[src/rtl/mhpq_pkg.sv]
// shared constants and types of the max-heap priority queue
`timescale 1ns / 1ps

package mhpq_pkg;

    localparam int DEPTH   = 1024;
    localparam int ADDR_W  = $clog2(DEPTH);
    localparam int CNT_W   = $clog2(DEPTH + 1);
    localparam int CH_W    = ADDR_W + 2;
    localparam int KEY_W   = 32;
    localparam int ENTRY_W = 11;

    typedef logic signed [KEY_W-1:0] key_t;

    typedef enum logic [1:0] {
        STATUS_OK        = 2'd0,
        STATUS_POP_EMPTY = 2'd1,
        STATUS_INS_FULL  = 2'd2
    } status_t;

    typedef enum logic {
        MODE_INSERT = 1'b0,
        MODE_POP    = 1'b1
    } mode_t;

    // outcome of one sift-down compare
    typedef struct packed {
        logic move;
        logic right;
        key_t key;
    } pick_t;

endpackage

[src/rtl/mhpq_pick.sv]
// child selection compare for one sift-down level
`timescale 1ns / 1ps

module mhpq_pick
    import mhpq_pkg::*;
(
    input  key_t  key,
    input  key_t  left_key,
    input  key_t  right_key,
    input  logic  has_right,
    output pick_t pick
);

    logic left_gt;
    logic right_gt;
    key_t best;

    always_comb
    begin
        left_gt    = left_key > key;
        best       = left_gt ? left_key : key;
        right_gt   = has_right && (right_key > best);
        pick.move  = left_gt || right_gt;
        pick.right = right_gt;
        pick.key   = right_gt ? right_key : left_key;
    end

endmodule

[config.mk]
export PLATFORM = sky130hd
export DESIGN_NAME = mhpq_pick
export DESIGN_NICKNAME = d
export VERILOG_FILES = /design/src/rtl/mhpq_pkg.sv /design/src/rtl/mhpq_pick.sv
export SDC_FILE = /design/constraint.sdc
export NUM_CORES = 1
export LEC_CHECK = 0
export BUFFER_PORTS_ARGS = -buffer_cell sky130_fd_sc_hd__buf_4
export CORE_MARGIN = 2
export CORE_UTILIZATION = 40
export DETAILED_ROUTE_END_ITERATION = 6
export PLACE_DENSITY = 0.73
export SLEW_MARGIN = 25
export SYNTH_ARGS = -nofsm -noshare
export SYNTH_HDL_FRONTEND = slang
export SYNTH_SLANG_ARGS = --single-unit
export TNS_END_PERCENT = 20
[constraint.sdc]
create_clock -name vclk -period 6.6
set_clock_uncertainty 0.2 [all_clocks]
set_input_delay 0.99 -clock vclk [all_inputs]
set_output_delay 0.99 -clock vclk [all_outputs]
set_load 0.01 [all_outputs]
==> flow_metrics.env <==
export IMPL_grt_overflow_total=0
export IMPL_wl_per_cell_um=14.6
export IMPL_yosysSeqAreaShare=0
export IMPL_synth_fp_nets=436
export IMPL_area_growth_pct=56.0
export IMPL_drt_iter0_drc=50
export IMPL_finalPower_uw=442
export IMPL_fmax_ghz=0.155
export IMPL_fp_dieH_um=82.3
export IMPL_timing_slew_headroom=0.796
export IMPL_finalSetupViolCount=0
export IMPL_tightestPinTransition_ns=0.300
export IMPL_ir_drop_uv=58.1
export IMPL_syn_area_per_cell_um2=8.93
export IMPL_firstDrtPassIters=4
export IMPL_crit_chain="buf_4 -> inv_1 -> ha_4 -> nand4_1 -> inv_1 -> a221oi_2 -> o211ai_1 -> a21oi_2 -> mux2i_4 -> buf_12 -> mux2i_1 -> ha_1 -> a21oi_2 -> o21ai_1 -> a221o_1 -> a211oi_2 -> and3_4 -> mux2i_4 -> buf_6 -> mux2_4 -> buf_4"
export IMPL_grt_pass1_wl_um=10700
export IMPL_gp_routability_congestion=0.837
export IMPL_critPathRequiredTime_ns=5.41
export IMPL_vias=2625
export IMPL_post_route_min_period_ns=6.46
export IMPL_rows=28
export IMPL_yosys_area_top_type="ha_1"
export IMPL_hp_class="in -> out"
export IMPL_power_frac_seq=0
export IMPL_p_clk_frac=0
export IMPL_clock_buffers=0
export IMPL_combPwrFrac=1.000
export IMPL_drc=0
export IMPL_instances_no_fill=494
export IMPL_grt_usage=0.193
export IMPL_p_int_uw=251
export IMPL_syn_inst=275
export IMPL_status="finished, final reports clean"
export IMPL_yosysWarnings=0
export IMPL_antenna_found_initial=0
export IMPL_start_util=0.415
export IMPL_p_leak_nw=2.05
export IMPL_seq_cell_count=0
export IMPL_setup_slack_ns=0.144
export IMPL_ios=131
export IMPL_numPortBuffers=131
export IMPL_hold_viol=0
export IMPL_cp_end_kind="output pin"
export IMPL_grt_pass1_vias=2486
export IMPL_drive_above_1_share=0.508
export IMPL_crit_buf_inv=6
export IMPL_slew_viol_final=0
export IMPL_coreArea_mm2=0.00592
export IMPL_syn_cell_area_mm2=0.00245
export IMPL_p_per_area_mw_per_mm2=116
export IMPL_grt_start_max_net_pins=18
export IMPL_cp_max_fo=11
export IMPL_maxCapViolations=0
export IMPL_placedCellCount=487
export IMPL_pre_cts_ws_ns=-0.0915
export IMPL_start_kind="primary input"
export IMPL_period_share=0.978
export IMPL_via_per_inst=5.31
export IMPL_diodes=0
export IMPL_yosys_area_top_type_share=0.326
export IMPL_critPathKind="in -> out"
export IMPL_die_w_um=82.3
export IMPL_crit_family="compound AO/OA/AOI/OAI gates"
export IMPL_rsz0062_at_grt="yes"
export IMPL_final_nets=582
export IMPL_yosys_top_cells_area="ha_1 (33%), mux2_4 (17%), mux2i_1 (13%), a21oi_1 (5.7%), inv_1 (5.5%)"
export IMPL_multi_input_area_mm2=0.00239
export IMPL_dieArea_mm2=0.00678
export IMPL_fill_cells=498
export IMPL_cp_slowest_cell="mux2i_4"
export IMPL_ys_types=34
export IMPL_wirelength_um=7230
export IMPL_seq_area_um2=0
export IMPL_dp_hpwl_um=6230
export IMPL_swShare=0.434
export IMPL_critPathMaxStageDelay_ns=0.38
export IMPL_final_core_util=0.647
export IMPL_p_switching_uw=192
export IMPL_ant_nets=0
export IMPL_crit_arrival_ns=5.27
placed cells by master, fill, tap and decap left out, types with 5 or more instances in the layout:
master and n:
mux2i_1 31, buf_6 6, ha_4 7, nand4_1 15
nand3_1 8, nand2_1 11, ha_1 57, a21oi_2 9
buf_4 141, inv_1 34, o211ai_1 5, mux2_4 29
a21oi_1 19, nor2_1 5
cell families after synthesis:
logic type                 after synthesis  share of synthesized area
muxes                                   66                      0.335
adders and majority gates               64                      0.326
AOI/OAI and AO/OA                       51                      0.127
and+or+nand+nor                         51                      0.120
buffers and inverters                   43                     0.0917
metal layers:
| layer | global-route usage | vias up | share of wire |
|---|---|---|---|
| li1 | - | 1329 | - |
| met1 | 0.234 | 1196 | 0.41 |
| met2 | 0.382 | 96 | 0.51 |
| met3 | 0.0120 | 4 | 0.070 |
| met4 | 0.0133 | 0 | 0.0057 |
| met5 | 0 | - | 0 |
worst paths after layout:
kind                    to           from  slack (ns)  cells after the start
setup / recovery  pick[21]        key[10]        0.14                     21
hold / removal    pick[18]  right_key[18]        2.09                      3
synth_stat cells, drive strengths merged:
cell type,count
ha,64
inv,36
mux2i,34
mux2,32
a21oi,28
nand4,16
nand2,11
nand3,8
buf,7
nor2,5
o211ai,5
o21ai,5
nor4,4
a211oi,3
a21boi,2
a21o,2
nor2b,2
nor3,2
a2111o,1
a221o,1
a221oi,1
a31oi,1
and3,1
nand2b,1
nand3b,1
o311ai,1
o31ai,1
stage by stage:
stage	setup TNS, ns	instance area (µm²)	hold WS [ns]
6_report	0	3830	2.09
2_1_floorplan	0	2450	1.91
3_5_place_dp	-2.03	3570	2.09
3_3_place_gp	-0.138	3570	2.09
4_1_cts	-0.238	3580	2.10
5_1_grt	-0.539	3830	2.10
area by class of cell:
| type | instances | share of cell area |
|---|---|---|
| Multi-Input combinational cell | 232 | 0.625 |
| Timing Repair Buffer | 151 | 0.315 |
| Tap cell | 75 | 0.0245 |
| Inverter | 36 | 0.0353 |
power by group through the flow:
stage / Combinational (mW) / Clock, mW / Sequential [mW]
2_1_floorplan: 0.256 / 0 / 0
3_3_place_gp: 0.395 / 0 / 0
3_5_place_dp: 0.403 / 0 / 0
4_1_cts: 0.407 / 0 / 0
5_1_grt: 0.482 / 0 / 0
6_report: 0.442 / 0 / 0
timing repair:
action	4_1_cts	5_1_grt
hold buffers	0	0
pin swaps	0	16
endpoints found under the hold margin	0	0
setup buffers	1	6
endpoints found under the setup margin	31	33
cloned	0	1
gates resized for setup	1	37
(Power assumes the default switching activity.)
